## src/rtl/mtt_ram.sv

```systemverilog
// Generic single-write, single-read RAM with a registered read port.
module mtt_ram #(
  parameter int WIDTH = 8,
  parameter int DEPTH = 256
) (
  input  logic                     clk_i,
  input  logic                     we_i,
  input  logic [$clog2(DEPTH)-1:0] waddr_i,
  input  logic [WIDTH-1:0]         wdata_i,
  input  logic [$clog2(DEPTH)-1:0] raddr_i,
  output logic [WIDTH-1:0]         rdata_o
);

  logic [WIDTH-1:0] mem_q [DEPTH];
  logic [WIDTH-1:0] rdata_q;

  always_ff @(posedge clk_i) begin
    if (we_i) begin
      mem_q[waddr_i] <= wdata_i;
    end
    rdata_q <= mem_q[raddr_i];
  end

  assign rdata_o = rdata_q;

endmodule

```

## config.mk

```make
export PLATFORM = sky130hd
export DESIGN_NAME = mtt_ram
export DESIGN_NICKNAME = d
export VERILOG_FILES = /design/src/rtl/mtt_ram.sv
export SDC_FILE = /design/constraint.sdc
export NUM_CORES = 2
export LEC_CHECK = 0
export BUFFER_PORTS_ARGS = -buffer_cell sky130_fd_sc_hd__buf_2
export CAP_MARGIN = 20
export CORE_MARGIN = 1
export CORE_UTILIZATION = 44
export CTS_BUF_LIST = sky130_fd_sc_hd__clkbuf_8 sky130_fd_sc_hd__clkbuf_16
export DETAILED_ROUTE_END_ITERATION = 8
export GPL_TIMING_DRIVEN = 0
export PLACE_DENSITY = 0.62
export SYNTH_ARGS = -nofsm -noshare
export SYNTH_HDL_FRONTEND = slang
export SYNTH_SLANG_ARGS = --single-unit
export TNS_END_PERCENT = 30
```

## constraint.sdc

```tcl
create_clock -name clk_i -period 3.9 [get_ports clk_i]
set_clock_uncertainty 0.15 [all_clocks]
set_input_delay 0.195 -clock clk_i [delete_from_list [all_inputs] [get_ports clk_i]]
set_output_delay 0.195 -clock clk_i [all_outputs]
set_load 0.03 [all_outputs]
```

=== Word level (Yosys, flattened, before mapping) ===
Memory sizes are Yosys's and may differ from the RTL's. A register that Yosys moved wholly into a read port is not among the register bits.
Cells that the tools add are included.
Widths: inputs -> output; s select.

* Bits in registers: 0
* Latch bits: 0
* RAM bits: 2048
* Bits in read-only memories: 0
* Bits of input ports: 26
* Output and inout bits: 8
* Logic and storage cells: 3
* Memories kept: 1

* Add/sub/neg operators: 0
* Multiply operators: 0
* Div/mod/pow operators: 0
* Order comparisons: 0
* Equality and inequality tests: 0
* Shifts and indexed selects: 0
* Mux-type cells: 2
* Bitwise gates (word level): 0
* Reduce and logical (&&, ||, !) cells: 0

{| class="wikitable"
|+ Memory list
! name !! words !! width !! rd ports !! clocked after memory_dff !! write ports !! line !! source
|-
| mem_q || 256 || 8 || 1 || 1 || 1 || 14 || <nowiki>logic [WIDTH-1:0] mem_q [DEPTH];</nowiki>
|}

{| class="wikitable"
|+ Operators with widths
! cell !! number
|-
| $mux 1 || 2
|}

=== Depth between registers and ports, before layout ===
* Word-level depth: 2
* Depth in mapped cells: 11
* Depth with buffers taken out: 6

=== Least setup slack after synthesis ===
Ideal clock, no wire load.

* Path kind: input -> register
* Start point: in raddr_i[0]
* End point: reg rdata_q[2] (netlist: rdata_o[2]), read port of mem_q
* Setup time: 0.131 ns
* Arrival: 2.002 ns
* Data required time: 3.619 ns
* Slack: 1.617 ns
* Cell stages on the path: 9
* Path buffers: 4
* Cell sequence: buf_6 > buf_12 > buf_8 > buf_2 > mux4_2 > a22oi_1 > a21oi_1 > nor4_1 > nor4_2

{| class="wikitable"
|+ RTL lines
! item !! line !! source
|-
| start: declaration || 10 || <nowiki>input logic [$clog2(DEPTH)-1:0] raddr_i,</nowiki>
|-
| end: declaration || 15 || <nowiki>logic [WIDTH-1:0] rdata_q;</nowiki>
|}

==> flow_summary.yaml <==
logic_synthesis:
  synthCells: 3733
  seq_area_frac_synth: 0.7750
  synth_edf_count: 2048
  synth_common_cells: "edfxtp_1 (2048), mux4_2 (454), nor2_1 (282)"
  yosysMostFrequentCell: "edfxtp_1"
  avgSynthCellArea_um2: 21.31
  postSynthRegisterBits: 2056
  ys_top_cells_by_area: "edfxtp_1 (77%), mux4_2 (13%), mux2i_1 (1.7%)"
  synth_top_area_cell: "edfxtp_1"
  synth_top_area_share: 0.7730
  synthFlopType: "edfxtp_1"
  async_reset_ff_frac: 0
  yosysUniqueCellTypes: 55
  postSynthNetCount: 3759
  syn_area_um2: 79560
  yosys_warnings: 0
route:
  met2_wirelength_um: 112400
  num_vias: 41640
  wl_met3_um: 28300
  firstDrtPassIters: 6
  drtIter0Drc: 6781
  drt-vias-per-instance: 6.377
  met1_length_um: 91750
  top_layer: "met5"
  drc: 0
  wl_per_cell_um: 37.06
  wirelength_um: 242000
  ant_nets: 0
worst_setup_path:
  startpoint_type: "input port"
  path_class: "in -> reg"
  required_ps: 4370
  r2r_end: "rdata_o[5]"
  timing.rr.start: "mem_q[209][5]"
  r2r_cells: 6
  cp_max_fo: 10
  critical_path.endpoint_type: "flop"
  regToRegSetupSlack_ps: 410
  cp.arrival_ps: 4610
clock_network:
  cts-root-buf: "clkbuf_16"
  insertion_delay_ps: 850
  htreeDepth: 4
  clkSinkCount: 2056
  clkSlewWorstSetupHoldPaths_ps: 60
  cts_tree: "built"
  cts_setup_buffers: 0
  cts_buffers: 197
  clk_path_buf_depth: 3
floorplan:
  chipHeight_um: 427.2
  coreArea_um2: 179000
  start_util: 0.4444
  dieArea_um2: 182500
  io_pins: 34
  fp.dieW_um: 427.2
  core.rowCount: 155
grt:
  grt_overflow: 0
  gr-usage-all-layers: 0.2660
  grt_antenna_before_repair: 14
  grt_max_degree: 157
  grt_pass1_vias: 40330
  grt_pass1_wl_um: 329000
pwr:
  p_sw_mw: 10.18
  p_seq_frac: 0.535
  p_leak_nw: 27.77
  intPower_mw: 35.36
  p_sw_frac: 0.2234
  vdd_drop_max_mv: 0.4744
  power_density_nw_per_um2: 507.7
  power.total_mw: 45.54
  clkPwrFrac: 0.405
  combPwrFrac: 0.060
placed_design:
  place.gp.congestion: 0.9365
  dpl_worst_slack_ps: -1271
  portBuffers: 26
  hpwl_um: 161300
  dp_cells: 6148
min_path:
  hold_depth: 3
  worstHoldStart: "waddr_i[5]"
  hp-class: "in -> reg"
  min_to: "mem_q[116][5]"
timing:
  fin_crit_sh: 1.062
  period_needed_ps: 4142
  clock.fmax_mhz: 241.4
  maxSlewHeadroom: 0.1826
  timing.final.max_slew_violations: 0
  hold_viol_final: 0
  setup_slack_ps: -242.2
  max_slew.worst_pin.slew_ps: 1226
  setup_viol: 5
  rsz0062_at_grt: "no"
outcome:
  outcome: "complete, but fails checks"
  violations: "negative setup slack"
job:
  drv_cap: 0
finish:
  final_nets: 4031
  stdcell_count: 6530
  drive_gt1_frac: 0.2216
  areaGrowthSynthToFinish_pct: 12.74
[critical path, cell delays in order]
cell,delay [ps]
buf_2,120
buf_4,300
nor2b_1,670
clkbuf_1,810
clkbuf_1,690
a22oi_1,370
a21oi_1,230
nor4_1,140
nor4_1,1040
[timing repair]
action,4_1_cts,5_1_grt
endpoints found under the hold margin,990,0
hold buffers,9,0
endpoints found under the setup margin,5,1
resized for setup,5,2
[placed cells by master (no fill, tap or decap), drive strengths merged, types with 27 or more instances in the layout]
master,netlist,final
a21oi,96,96
a22oi,133,133
buf,122,186
clkbuf,111,316
clkinv,1,79
edfxtp,2048,2048
inv,1,63
mux2i,134,134
mux4,456,456
nand2,33,33
nand3,34,34
nor2,282,282
nor2b,31,31
nor4,27,27
o221ai,47,47
o22ai,28,28
[power groups by stage]
stage	combinational, mW	clock [mW]	sequential (mW)
after floorplan	1.18	0	24.9
after global placement	2.53	0	24.9
after detailed placement	2.64	0	24.8
after CTS	2.66	18.5	24.4
after global routing	2.75	19.4	24.4
final	2.72	18.4	24.4
[worst max path at each step]
stage	slack, ps	from	end	depth (start not counted)
6_report	-240	raddr_i[4]	rdata_o[4]	9
2_1_floorplan	1620	raddr_i[0]	rdata_o[2]	9
3_5_place_dp	-1270	raddr_i[4]	rdata_o[3]	10
4_1_cts	-30	raddr_i[2]	rdata_o[5]	9
3_3_place_gp	-1740	raddr_i[3]	rdata_o[5]	7
5_1_grt	20	raddr_i[2]	rdata_o[5]	9
[state kept, by name, summed over array words and instances (netlist names)]
name	cells
rdata_o	8
mem_q	2048
[cell families (layout without fill, tap and decap cells)]
logic type	count (synthesis)	after routing	synth area share
buffers and inverters	235	668	0.01831
multiplexers	591	591	0.1462
other	0	9	0
AND/OR/NAND/NOR	466	466	0.02628
AO/OA/AOI/OAI	385	385	0.03419
flip-flops	2056	2056	0.7750
[final cells by class]
cell class              instances  area (um^2)
fillers                     14300        89310
flip-flops and latches       2056        61660
multi-input cells            1442        16470
clock buffers                 206         5087
well taps                    2355         2947
plain buffers                 233         1480
clock inverters               154         1054
repair buffers                 73        959.7
diodes                          9        22.52
inverters                       2        7.507
[stage by stage]
stage	hold slack (ps)	instance area [um^2]	utilization	TNS, ps
after floorplan	143.9	79560	-	0
after global placement	480.6	82630	0.4616	-1547580
after detailed placement	457.7	83370	0.4657	-9198
after CTS	9.907	89620	0.5007	-27.00
after global routing	28.71	89670	0.5009	0
final	51.46	89690	0.5011	-626.7
[layer usage]
layer,global-route usage,up-vias
li1,-,16280
met1,0.3656,22330
met2,0.4050,2618
met3,0.07537,402
met4,0.09804,10
met5,0.003439,-
Power figures use the tool's default switching activity.
