--- config.mk ---
export PLATFORM = sky130hd
export DESIGN_NAME = mtt_mod_unit
export DESIGN_NICKNAME = d
export VERILOG_FILES = /design/src/rtl/mtt_pkg.sv /design/src/rtl/mtt_mod_unit.sv
export SDC_FILE = /design/constraint.sdc
export NUM_CORES = 1
export LEC_CHECK = 0
export ABC_AREA = 1
export BUFFER_PORTS_ARGS = -buffer_cell sky130_fd_sc_hd__clkbuf_2
export CORE_AREA = 3 3 87 151
export DETAILED_ROUTE_END_ITERATION = 8
export DIE_AREA = 0 0 90 154
export GPL_ROUTABILITY_DRIVEN = 1
export PLACE_DENSITY = 0.57
export SLEW_MARGIN = 30
export SYNTH_ARGS = -nofsm -noshare
export SYNTH_HDL_FRONTEND = slang
export SYNTH_SLANG_ARGS = --single-unit
--- constraint.sdc ---
create_clock -name clk_i -period 3.1 [get_ports clk_i]
set_clock_uncertainty 0.1 [all_clocks]
set_input_delay 0.62 -clock clk_i [delete_from_list [all_inputs] [get_ports clk_i]]
set_output_delay 0.62 -clock clk_i [all_outputs]
set_load 0.05 [all_outputs]
--- src/rtl/mtt_pkg.sv ---
// Shared types and constants of the transition table.
package mtt_pkg;

  localparam int NODE_BITS  = 8;
  localparam int RAND_BITS  = 31;
  localparam int TOTAL_BITS = 20;

  typedef enum logic [1:0] {
    STAT_OK    = 2'd0,
    STAT_FULL  = 2'd1,
    STAT_EMPTY = 2'd2,
    STAT_SAT   = 2'd3
  } status_e;

  typedef struct packed {
    logic busy;
    logic done;
  } mod_stat_t;

endpackage

--- src/rtl/mtt_mod_unit.sv ---
// Bit-serial restoring remainder of the random value by the source total.
module mtt_mod_unit (
  input  logic                                clk_i,
  input  logic                                rst_ni,
  input  logic                                start_i,
  input  logic [mtt_pkg::RAND_BITS-1:0]       dividend_i,
  input  logic [mtt_pkg::TOTAL_BITS-1:0]      divisor_i,
  output mtt_pkg::mod_stat_t                  stat_o,
  output logic [mtt_pkg::TOTAL_BITS-1:0]      rem_o
);

  import mtt_pkg::*;

  localparam int CNT_W = $clog2(RAND_BITS);

  logic                  busy_q, busy_d;
  logic                  done_q, done_d;
  logic [CNT_W-1:0]      cnt_q, cnt_d;
  logic [RAND_BITS-1:0]  num_q, num_d;
  logic [TOTAL_BITS-1:0] div_q, div_d;
  logic [TOTAL_BITS-1:0] rem_q, rem_d;
  logic [TOTAL_BITS:0]   trial;
  logic [TOTAL_BITS:0]   diff;

  assign trial = {rem_q, num_q[RAND_BITS-1]};
  assign diff  = trial - {1'b0, div_q};

  always_comb begin
    busy_d = busy_q;
    done_d = 1'b0;
    cnt_d  = cnt_q;
    num_d  = num_q;
    div_d  = div_q;
    rem_d  = rem_q;
    if (start_i) begin
      busy_d = 1'b1;
      cnt_d  = CNT_W'(RAND_BITS - 1);
      num_d  = dividend_i;
      div_d  = divisor_i;
      rem_d  = '0;
    end else if (busy_q) begin
      num_d = num_q << 1;
      if (trial >= {1'b0, div_q}) begin
        rem_d = diff[TOTAL_BITS-1:0];
      end else begin
        rem_d = trial[TOTAL_BITS-1:0];
      end
      if (cnt_q == '0) begin
        busy_d = 1'b0;
        done_d = 1'b1;
      end else begin
        cnt_d = cnt_q - CNT_W'(1);
      end
    end
  end

  always_ff @(posedge clk_i or negedge rst_ni) begin
    if (!rst_ni) begin
      busy_q <= 1'b0;
      done_q <= 1'b0;
      cnt_q  <= '0;
    end else begin
      busy_q <= busy_d;
      done_q <= done_d;
      cnt_q  <= cnt_d;
    end
  end

  always_ff @(posedge clk_i) begin
    num_q <= num_d;
    div_q <= div_d;
    rem_q <= rem_d;
  end

  assign stat_o.busy = busy_q;
  assign stat_o.done = done_q;
  assign rem_o       = rem_q;

endmodule

# After elaboration in Yosys (flattened, before gate mapping)
# Cells that the tools add are included.
[word_totals]
in_bits = 54
output_inout_bits = 22
word_cells = 25
ff_bits = 78
[classes]
n_eq_ne = 1
n_addsub = 2
mux = 12
n_lt_le_gt_ge = 1
reduce_logical = 3
[ops]
columns = ["operator", "count"]
rows = [
  ["31-bit two-way mux", 2],
  ["21-bit by 20-bit >= comparator with 1-bit output", 1],
  ["20-bit two-way mux", 1],
  ["20-bit subtractor", 1],
  ["5-bit two-way mux", 3],
  ["1-bit two-way mux", 6],
  ["5-bit logical NOT", 1],
  ["5-bit by 1-bit subtractor with 5-bit output, second input constant", 1],
  ["2-bit != test, second input constant", 1],
  ["2-bit AND reduction", 1],
  ["2-bit nonzero test", 1],
]

# Depth between registers and ports, before layout
# Gate-level depths: netlist (run 1).
[logic_depth]
word_depth = 4
ltp_mapped = 15
mapped_depth_nobuf = 14

# Least setup slack after synthesis (run 1)
# OpenSTA, ideal clock, no wires.
[synth_path]
kind = "register to register"
from = "register rem_q[14] (netlist: rem_o[14])"
to = "register rem_q[17] (netlist: rem_o[17])"
stages_incl_launch_ff = 15
arrival_time_ps = 2020
path_slack_ps = 867
n_path_buf = 1
cell_sequence = "dfxtp_1 > ha_1 > nand2_2 > inv_2 > nand2_1 > nand2_1 > nand2_1 > nand2_1 > nor2_4 > buf_6 > nand3_1 > nand2_1 > clkinv_1 > nand2_1 > nand2_1"
[synth_via]
elab_chain_cells = 2
elab_cells_between_ends = 3
cone_classes = "1 x add/sub; 1 x order compare; 1 x mux"
[synth_lines]
columns = ["element", "line", "source"]
rows = [
  ["from (decl)", "mtt_mod_unit.sv:21", "logic [TOTAL_BITS-1:0] rem_q, rem_d;"],
  ["from (signal assigned)", "mtt_mod_unit.sv:72", "rem_q <= rem_d;"],
  ["20-bit subtractor or 21-bit by 20-bit >= comparator with 1-bit output (tied branches)", "mtt_mod_unit.sv:26, mtt_mod_unit.sv:43", ""],
  ["20-bit two-way mux (*)", "mtt_mod_unit.sv:43", "if (trial >= {1'b0, div_q}) begin"],
]
# Mark *: on every way between the ends. The rest lies on a longest branch, timed or not.
# A chain may end at the register's enable or synchronous reset.

# Worst setup path after layout (run 1)
[layout_path]
from = "register div_q[4]"
to = "register rem_q[2] (netlist: rem_o[2])"
[layout_via]
elab_chain_cells = 2
[layout_lines]
columns = ["element", "line", "source"]
rows = [
  ["from (decl)", "mtt_mod_unit.sv:20", "logic [TOTAL_BITS-1:0] div_q, div_d;"],
  ["from (signal assigned)", "mtt_mod_unit.sv:71", "div_q <= div_d;"],
  ["21-bit by 20-bit >= comparator with 1-bit output", "mtt_mod_unit.sv:43", ""],
  ["20-bit two-way mux", "mtt_mod_unit.sv:43", ""],
]
# Every way passes these cells.

==> flow_summary.yaml, run 1 <==
sta:
  rsz0062_at_grt: "false"
  min_period_ps: 2290
  max_freq_mhz: 437
  hold_slack_ps: 10.4
  worst_slew_pin_slew_ps: 632
  slew_headroom_pct: 57.9
  slew_violations: 0
  hold_viol: 0
  tns_ps: 0
  final-setup-viol-count: 0
  setup_slack_ps: 813
  fin_crit_sh_pct: 73.8
drt:
  wire_per_inst_um: 13.7
  remaining_drc_errors: 0
  drtIter0Drc: 201
  finalWirelength_um: 11800
  ant_nets: 0
  via_count: 4039
  avgViaCountPerCell: 4.70
  dr.pass1.iters: 4
global_routing:
  grt_pass1_wl_um: 19900
  grt_use_total_pct: 18.0
  grt_pass1_vias: 4179
  grt_max_degree: 55
  grt_overflow_total: 0
  antenna_found_initial: 0
finish:
  fillers: 1291
  n_antenna_cell: 0
  fin_nets: 767
  drive_above_1_share_pct: 19.1
  area_growth_pct: 17.1
setup_path:
  critPathCaptureType: "flip-flop"
  path_class: "flip-flop to flip-flop"
  worstPathRequired_ps: 3270
  cp-start-kind: "flip-flop"
  cp.arrival_ps: 2450
  path_max_fanout: 22
clock_network:
  cts_tree: "done"
  clk_pin_slew_ps: 60
  post-cts-setup-buffer-count: 0
  holdBufCountCts: 0
  ctsLongestPathBuffers: 2
  numCtsBuffers: 9
  clock_latency_ps: 340
  post_cts_resize_count: 0
  h-tree-depth: 3
  cts_sinks: 78
  cts-root-buf: "clkbuf_16"
synth:
  synth_edf_count: 51
  async_reset_ff_share_pct: 8.97
  yosysWarnings: 0
  synth_fp_nets: 691
  syn_area_per_cell_um2: 7.75
  ys.flop_type: "edfxtp_1"
  yosysUniqueCellTypes: 39
  syn_inst: 614
  synth_area_um2: 4760
  ys_seq_elements: 78
  synth_seq_area_share_pct: 44.3
floorplan:
  die_w_um: 90
  initial_core_util_pct: 39.4
  dieArea_um2: 13900
  die_h_um: 154
  io_pins: 76
  num_rows: 53
  coreArea_um2: 12100
flow_run:
  drv_cap: 0
placement:
  place_congestion: 0.965
  hpwl_um: 8930
  numPortBuffers: 75
  dp_slack_ps: 798
power:
  p_leak_nw: 2.93
  p_total_mw: 5.04
  power_density_nw_per_um2: 903
  vdd_drop_max_mv: 0.380
min_path:
  min_path_type: "primary input to asynchronous set/reset pin"
run_status:
  status: "finished, final reports clean"
[cells in the mapped netlist, types with 2 or more instances]
cell type | number | area, um^2
ha_1 | 22 | 275
clkbuf_1 | 6 | 22.5
nand3b_1 | 9 | 67.6
nand2_2 | 11 | 68.8
buf_6 | 3 | 33.8
buf_2 | 3 | 15.0
edfxtp_1 | 51 | 1530
inv_2 | 2 | 7.51
nor2_4 | 2 | 22.5
a21oi_1 | 13 | 65.1
nand2_1 | 231 | 867
nand4_1 | 5 | 31.3
inv_1 | 96 | 360
o21ai_1 | 3 | 15.0
dfxtp_1 | 20 | 400
clkinv_1 | 3 | 11.3
o21ai_0 | 11 | 55.1
xnor2_1 | 8 | 70.1
nand3_1 | 52 | 260
dfrtp_1 | 7 | 175
nor3_2 | 2 | 20.0
nand3_2 | 10 | 100
nor3_1 | 2 | 10.0
nor2_1 | 23 | 86.3
buf_4 | 2 | 15.0
nor2_2 | 4 | 25.0
[worst max-delay path: stages (launching register included)]
cell,delay [ps]
edfxtp_1,320
inv_1,40
ha_1,350
nand2_1,100
nand2_1,110
inv_1,110
nand3_2,140
nand2_2,120
nand2_2,90
nand2_4,280
nand2_8,200
nand2_1,100
nand3_1,60
o21ai_0,80
[state kept, by name, indices dropped and copies added, names as in the netlist]
register	count
busy_q	1
cnt_q	5
div_q	20
done_q	1
num_q	31
rem_o	20
[where the power goes]
| part | internal (mW) | switching, mW |
|---|---|---|
| sequential | 1.30 | 0.137 |
| combinational | 0.816 | 1.71 |
| clock | 0.630 | 0.448 |
| total | 2.74 | 2.30 |
[routing by layer]
metal  wire, um  share of wire (%)  track usage, %
met1       4620                 39            19.2
met2       6160                 52            32.8
met4        517                4.4            9.35
met3        523                4.4            3.77
met5          0                  0               0
[final timing paths]
| check | start | to | slack [ps] | cells past startpoint |
|---|---|---|---|---|
| worst max-delay path | div_q[4] | rem_o[2] | 810 | 13 |
| worst min-delay path | rst_ni | cnt_q[3] | 10 | 1 |
| worst max register to register | div_q[4] | rem_o[2] | 810 | 13 |
| worst min register to register | rem_o[12] | rem_o[12] | 390 | 2 |
| max in group asynchronous | rst_ni | done_q | 2720 | 1 |
| min in group clk_i | divisor_i[15] | div_q[15] | 350 | 1 |
[cell families (layout without fill, tap and decap cells)]
logic type      Yosys count  count (layout)  synth area share (%)
xor+xnor                  9               9                  1.66
flops                    78              78                  44.3
compound gates           31              31                  3.52
buf+inv                 118             199                  10.7
simple gates            355             355                  33.7
fa+ha+maj                23              23                  6.20
[layout make-up]
| cell class | instances | area, um^2 | area share, % |
|---|---|---|---|
| Inverter | 101 | 379 | 6.80 |
| Tap cell | 165 | 206 | 3.70 |
| Timing Repair Buffer | 82 | 440 | 7.90 |
| Clock inverter | 6 | 68.8 | 1.23 |
| Clock buffer | 10 | 229 | 4.11 |
| Multi-Input combinational cell | 418 | 2150 | 38.5 |
| Sequential cell | 78 | 2110 | 37.8 |
[placed cells by master, fill, tap and decap left out, drive strengths merged, types with 4 or more instances in the layout]
cell,n
dfxtp,20
inv,100
clkbuf,85
nand3,62
ha,22
nand2,244
clkinv,5
edfxtp,51
dfrtp,7
a21oi,14
nor2,29
nor3,4
buf,7
o21ai,14
nand4,5
xnor2,8
nand3b,9
[per-stage QoR]
step / instances / cell area (um^2) / utilization [%]
2_1_floorplan: 614 / 4760 / -
3_3_place_gp: 844 / 5280 / 43.7
3_5_place_dp: 844 / 5280 / 43.7
4_1_cts: 860 / 5580 / 46.2
5_1_grt: 860 / 5580 / 46.2
6_report: 860 / 5580 / 46.2
Power figures use the tool's default switching activity.
==> inputs of run 2 (changes only) <==
--- a/config.mk
+++ b/config.mk
@@ -5,13 +5,13 @@
 export SDC_FILE = /design/constraint.sdc
 export NUM_CORES = 1
 export LEC_CHECK = 0
-export ABC_AREA = 1
+export ABC_AREA = 0
 export BUFFER_PORTS_ARGS = -buffer_cell sky130_fd_sc_hd__clkbuf_2
-export CORE_AREA = 3 3 87 151
+export CORE_AREA = 3 3 82 142
 export DETAILED_ROUTE_END_ITERATION = 8
-export DIE_AREA = 0 0 90 154
+export DIE_AREA = 0 0 85 145
 export GPL_ROUTABILITY_DRIVEN = 1
-export PLACE_DENSITY = 0.57
+export PLACE_DENSITY = 0.58
 export SLEW_MARGIN = 30
 export SYNTH_ARGS = -nofsm -noshare
 export SYNTH_HDL_FRONTEND = slang
==> constraint.sdc (replaced) <==
create_clock -name clk_i -period 2.35 [get_ports clk_i]
set_clock_uncertainty 0.1 [all_clocks]
set_input_delay 0.47 -clock clk_i [delete_from_list [all_inputs] [get_ports clk_i]]
set_output_delay 0.47 -clock clk_i [all_outputs]
set_load 0.05 [all_outputs]
==> run 2 against run 1 <==
Compared with the run above:
- the run now ends with negative setup slack left
- global-route usage barely moved
- final area rose by 6.8%
- largest power group unchanged
- cell count decreased by 21%
- total power grew 37%
==> flow_summary.yaml, run 2 <==
drt:
  drtIter0Drc: 147
  avgViaCountPerCell: 5.18
  ant_nets: 0
  wire_per_inst_um: 16.2
  via_count: 3515
  finalWirelength_um: 11000
  remaining_drc_errors: 0
  dr.pass1.iters: 4
min_path:
  min_path_type: "primary input to flip-flop"
floorplan:
  coreArea_um2: 10700
  die_h_um: 145
  die_w_um: 85
  initial_core_util_pct: 39.5
  num_rows: 50
  io_pins: 76
  dieArea_um2: 12300
finish:
  design_area_um2: 5950
  layout_commonest_cell: "buf_4"
  area_growth_pct: 40.9
  fin_nets: 620
  n_antenna_cell: 0
  regMostFlops: "num_q"
  layout_common_cells: "buf_4, clkbuf_2, edfxtp_1, mux2_2, inv_1"
  largest_reg_flops: 31
  drive_above_1_share_pct: 48.9
  fillers: 934
clock_network:
  ctsLongestPathBuffers: 2
  numCtsBuffers: 9
  clock_latency_ps: 340
  cts_sinks: 78
  h-tree-depth: 3
  cts_tree: "done"
  cts-root-buf: "clkbuf_16"
  clk_pin_slew_ps: 60
synth:
  syn_area_per_cell_um2: 11.1
  synth_edf_count: 51
  synthTopCellsByCount: "edfxtp_1, mux2_2, inv_1, ha_1, nor2_1"
  netlist.area_leader.share_pct: 36.2
  yosysWarnings: 0
  synth_seq_area_share_pct: 49.9
  ys_seq_elements: 78
  synthTopCellsByArea: "edfxtp_1, dfxtp_1, mux2_2, ha_1, dfrtp_1"
  synth_fp_nets: 457
  yosysUniqueCellTypes: 53
  async_reset_ff_share_pct: 8.97
  synth.most_common_cell: "edfxtp_1"
  synth_area_um2: 4230
  syn_inst: 380
  ys.flop_type: "edfxtp_1"
  synth_largest_area_cell: "edfxtp_1"
global_routing:
  grt_pass1_wl_um: 17400
  grt_use_total_pct: 17.9
  grt_max_degree: 32
  antenna_found_initial: 0
  grt_overflow_total: 0
  grt_pass1_vias: 3656
setup_path:
  r2r_setup_slack_ps: -210
  worstPathCellList: "inv_2, ha_4, a21o_1, a31o_1, a21oi_2, a31oi_2, nor4_4, buf_6, mux2_4, a211oi_2"
  ff2ff_path_depth: 10
  cpLargestDelayFamily: "compound AO/OA/AOI/OAI gates"
  worstPathRequired_ps: 2500
  r2r-end: "rem_o[0]"
  slowest_stage: "edfxtp_1"
  startpoint: "div_q[15]"
  cp.arrival_ps: 2710
  cp_num_cells: 10
  critPathCaptureType: "flip-flop"
  path_class: "flip-flop to flip-flop"
  crit_buf_inv: 2
  crit_end: "rem_o[0]"
  r2r-start: "div_q[15]"
  path_max_fanout: 6
  cp-start-kind: "flip-flop"
  slowest_delay_ps: 380
power:
  p_seq_share_pct: 27.0
  power_density_nw_per_um2: 1160
  vdd_drop_max_mv: 0.739
  p_comb_share_pct: 51.3
  swShare_pct: 36.9
  p_sw_mw: 2.54
  p_leak_nw: 2.71
  p_int_mw: 4.34
  p_clk_share_pct: 21.6
run_status:
  violations: "negative setup slack"
  status: "complete, but fails checks"
sta:
  rsz0062_at_grt: "true"
  slew_headroom_pct: 71.9
  min_period_ps: 2560
  setup_slack_ps: -212
  final-setup-viol-count: 20
  hold_viol: 0
  max_freq_mhz: 390
  fin_crit_sh_pct: 109
  worst_slew_pin_slew_ps: 421
  slew_violations: 0
placement:
  numPortBuffers: 75
  placed_area_um2: 5360
  dp_slack_ps: -353
  place_congestion: 0.929
  hpwl_um: 8090
flow_run:
  drv_cap: 0
-- run 2: changes by cell type after synthesis, moves of 10 or more --
cell      delta
nand2_1    -212
mux2i_1     +12
a211oi_1    +10
nand2_2     -11
nand3_2     -10
mux2_2      +31
nand3_1     -43
inv_1       -67
-- run 2: how the worst min path moves through the flow --
stage                              from   endpoint  slack [ps]  depth (start not counted)
after floorplan                  rst_ni     busy_q          70                          0
after detailed placement         rst_ni   cnt_q[2]         210                          1
final                     divisor_i[18]  div_q[18]         210                          1
after global placement           rst_ni   cnt_q[3]         210                          1
after CTS                  divisor_i[8]   div_q[8]         190                          1
after global routing      divisor_i[17]  div_q[17]         190                          1
-- run 2: final cells by class --
| type | count | area [um^2] | share of cell area, % |
|---|---|---|---|
| Sequential cell | 78 | 2140 | 36.0 |
| Tap cell | 130 | 163 | 2.73 |
| Multi-Input combinational cell | 255 | 2100 | 35.3 |
| Clock buffer | 10 | 229 | 3.85 |
| Clock inverter | 6 | 85.1 | 1.43 |
| Inverter | 29 | 109 | 1.83 |
| Timing Repair Buffer | 170 | 1120 | 18.9 |
-- run 2: what timing repair did --
action / in CTS / in global routing
hold endpoints to repair: 7 / 0
setup endpoints to repair: 20 / 20
resized for setup: 29 / 12
pin swaps: 16 / 12
hold buffers: 1 / 0
setup buffers: 8 / 7
-- run 2: per-stage QoR --
| step | hold WS, ps | setup TNS [ps] | power (mW) | util [%] | std cells |
|---|---|---|---|---|---|
| 2_1_floorplan | 74.4 | -3760 | 3.86 | - | 380 |
| 3_3_place_gp | 211 | -3150 | 4.96 | 50.1 | 646 |
| 3_5_place_dp | 213 | -3930 | 5.00 | 50.1 | 646 |
| 4_1_cts | 193 | -3230 | 6.76 | 54.9 | 671 |
| 5_1_grt | 193 | -5190 | 7.26 | 55.6 | 678 |
| 6_report | 206 | -2850 | 6.88 | 55.6 | 678 |
-- run 2: power by group through the flow --
stage          logic [mW]  registers, mW  clock network (mW)
2_1_floorplan        1.53           2.33                   0
3_3_place_gp         3.10           1.86                   0
3_5_place_dp         3.13           1.87                   0
4_1_cts              3.38           1.86                1.52
5_1_grt              3.81           1.88                1.57
6_report             3.53           1.86                1.49
-- run 2: cell families (layout without fill, tap and decap cells) --
group                      after synthesis  count (layout)  share of synthesized area, %
muxes                                   43              43                          11.1
AOI/OAI and AO/OA                       83              83                          12.9
adders and majority gates               23              23                          6.99
xor gates and xnor gates                15              15                          3.11
buffers and inverters                   47             215                          4.83
and+or+nand+nor                         91              91                          11.2
DFF                                     78              78                          49.9
-- run 2: worst register-to-register path: stages, from the launching register on --
cell      delay (ps)
edfxtp_1         380
inv_2             80
ha_4             220
a21o_1           170
a31o_1           210
a21oi_2          170
a31oi_2          120
nor4_4           370
buf_6            200
mux2_4           310
a211oi_2         160
-- run 2: per-layer routing --
layer | global-route usage [%] | share of wire, % | up-vias
met5 | 0 | 0 | -
met1 | 18.5 | 37 | 1675
met3 | 3.69 | 4.2 | 19
met2 | 33.4 | 56 | 80
met4 | 8.32 | 2.9 | 0
li1 | - | - | 1741
==> inputs of run 3 (changes only) <==
--- a/config.mk
+++ b/config.mk
@@ -7,11 +7,12 @@
 export LEC_CHECK = 0
 export ABC_AREA = 0
 export BUFFER_PORTS_ARGS = -buffer_cell sky130_fd_sc_hd__clkbuf_2
-export CORE_AREA = 3 3 82 142
+export CORE_AREA = 3 3 123 96
 export DETAILED_ROUTE_END_ITERATION = 8
-export DIE_AREA = 0 0 85 145
+export DIE_AREA = 0 0 126 99
 export GPL_ROUTABILITY_DRIVEN = 1
-export PLACE_DENSITY = 0.58
+export PLACE_DENSITY = 0.57
+export RECOVER_POWER = 100
 export SLEW_MARGIN = 30
 export SYNTH_ARGS = -nofsm -noshare
 export SYNTH_HDL_FRONTEND = slang
==> run 3 against run 2 <==
Compared with the run above:
- the flow still finishes with violations (negative setup slack)
- register-to-register slack lost 20 ps
- non-clock buffer count decreased by 8
- sequential share of layout area increased by 0.068 points
- die area rose by 1.2%
- first-iteration DRC count is 20% higher
- via count shrank 3.9%
- largest cell class is now multi-input combinational cells
- maximum frequency shrank 0.62%
- final area fell by 0.19%
- combinational power grew 3%
- wire length is 3.4% lower
==> flow_summary.yaml, run 3 (synthesized netlist as in run 2, its figures left out) <==
finish:
  n_antenna_cell: 0
  layout_common_cells: "buf_4, clkbuf_2, edfxtp_1, mux2_2, clkbuf_1"
  final_util_pct: 55.3
  area_growth_pct: 40.6
  layout_commonest_cell: "buf_4"
  regMostFlops: "num_q"
  fin_nets: 612
  design_area_um2: 5940
  largest_reg_flops: 31
  drive_above_1_share_pct: 45.6
power:
  vdd_drop_max_mv: 0.466
  p_leak_nw: 2.58
  p_int_mw: 4.18
  power_density_nw_per_um2: 1140
  p_seq_share_pct: 27.5
  swShare_pct: 38.5
  p_comb_share_pct: 53.4
  p_sw_mw: 2.62
  p_total_mw: 6.80
  p_clk_share_pct: 19.1
drt:
  finalWirelength_um: 10600
  dr.pass1.iters: 4
  drtIter0Drc: 177
  remaining_drc_errors: 0
  via_count: 3377
  wire_per_inst_um: 15.6
  ant_nets: 0
  avgViaCountPerCell: 4.97
run_status:
  status: "complete, but fails checks"
  violations: "negative setup slack"
sta:
  slew_headroom_pct: 21.8
  max_freq_mhz: 388
  worst_slew_pin_slew_ps: 1170
  rsz0062_at_grt: "true"
  hold_viol: 0
  min_period_ps: 2580
  tns_ps: -2940
  slew_violations: 0
  fin_crit_sh_pct: 110
  setup_slack_ps: -228
  final-setup-viol-count: 20
clock_network:
  cts-root-buf: "clkbuf_16"
  h-tree-depth: 3
  clk_pin_slew_ps: 60
  cts_sinks: 78
  cts_tree: "done"
  clock_latency_ps: 340
  ctsLongestPathBuffers: 2
  numCtsBuffers: 9
global_routing:
  grt_max_degree: 32
  grt_overflow_total: 0
  grt_pass1_vias: 3518
  grt_use_total_pct: 17.5
  antenna_found_initial: 0
  grt_pass1_wl_um: 17300
floorplan:
  io_pins: 76
  coreArea_um2: 10700
  initial_core_util_pct: 39.4
  die_h_um: 99
  num_rows: 33
  dieArea_um2: 12500
  die_w_um: 126
flow_run:
  drv_cap: 0
min_path:
  min_path_type: "primary input to flip-flop"
placement:
  place_congestion: 0.853
  numPortBuffers: 75
  placed_area_um2: 5340
  hpwl_um: 7530
  dp_slack_ps: -327
setup_path:
  path_class: "flip-flop to flip-flop"
  critPathCaptureType: "flip-flop"
  cp.arrival_ps: 2740
  cp-start-kind: "flip-flop"
  path_max_fanout: 7
  worstPathRequired_ps: 2510
run 3: critical path, cell delays in order (launching register included):
cell and delay (ps):
edfxtp_1 390, inv_2 80, ha_4 200, a21o_1 160, a31o_1 220, a21oi_2 210
a31oi_4 120, nor4_4 340, buf_6 200, mux2_4 310, a211oi_2 160
run 3: through the flow:
stage	hold slack, ps	std cells
2_1_floorplan	74.4	380
3_5_place_dp	220	652
4_1_cts	184	677
5_1_grt	187	680
3_3_place_gp	217	652
6_report	202	680
run 3: metal layers:
metal,global-route usage (%),wire (um),vias up
met5,0,0,-
met4,6.18,155,0
met3,5.63,704,13
met2,26.7,4620,89
met1,23.4,5110,1564
li1,-,-,1711
run 3: area by class of cell:
class / instances / area, um^2
Timing Repair Buffer: 162 / 1040
Clock inverter: 7 / 48.8
Sequential cell: 78 / 2140
Tap cell: 140 / 175
Multi-Input combinational cell: 255 / 2200
Clock buffer: 9 / 225
Fill cell: 984 / 4790
Inverter: 29 / 109
run 3: timing repair:
action	CTS	global route
hold buffers	1	0
setup buffers	7	4
endpoints found under the setup margin	20	20
resized for setup	39	19
cloned	1	1
pin swaps	27	18
endpoints found under the hold margin	7	0
run 3: final timing paths:
path                            slack [ps]          start  cells past startpoint         to
worst max register to register        -230      div_q[15]                     10   rem_o[0]
worst max-delay path                  -230      div_q[15]                     10   rem_o[0]
worst min register to register         440       cnt_q[4]                      2   cnt_q[4]
max in group asynchronous             1430         rst_ni                      2   cnt_q[0]
min in group asynchronous              450         rst_ni                      2   cnt_q[4]
worst min-delay path                   200  divisor_i[12]                      1  div_q[12]
run 3: power by group through the flow:
stage	registers (mW)	clock network [mW]	logic [mW]
after floorplan	2.33	0	1.53
after global placement	1.86	0	3.11
after detailed placement	1.87	0	3.14
after CTS	1.87	1.35	3.45
after global routing	1.89	1.40	3.94
final	1.87	1.30	3.63
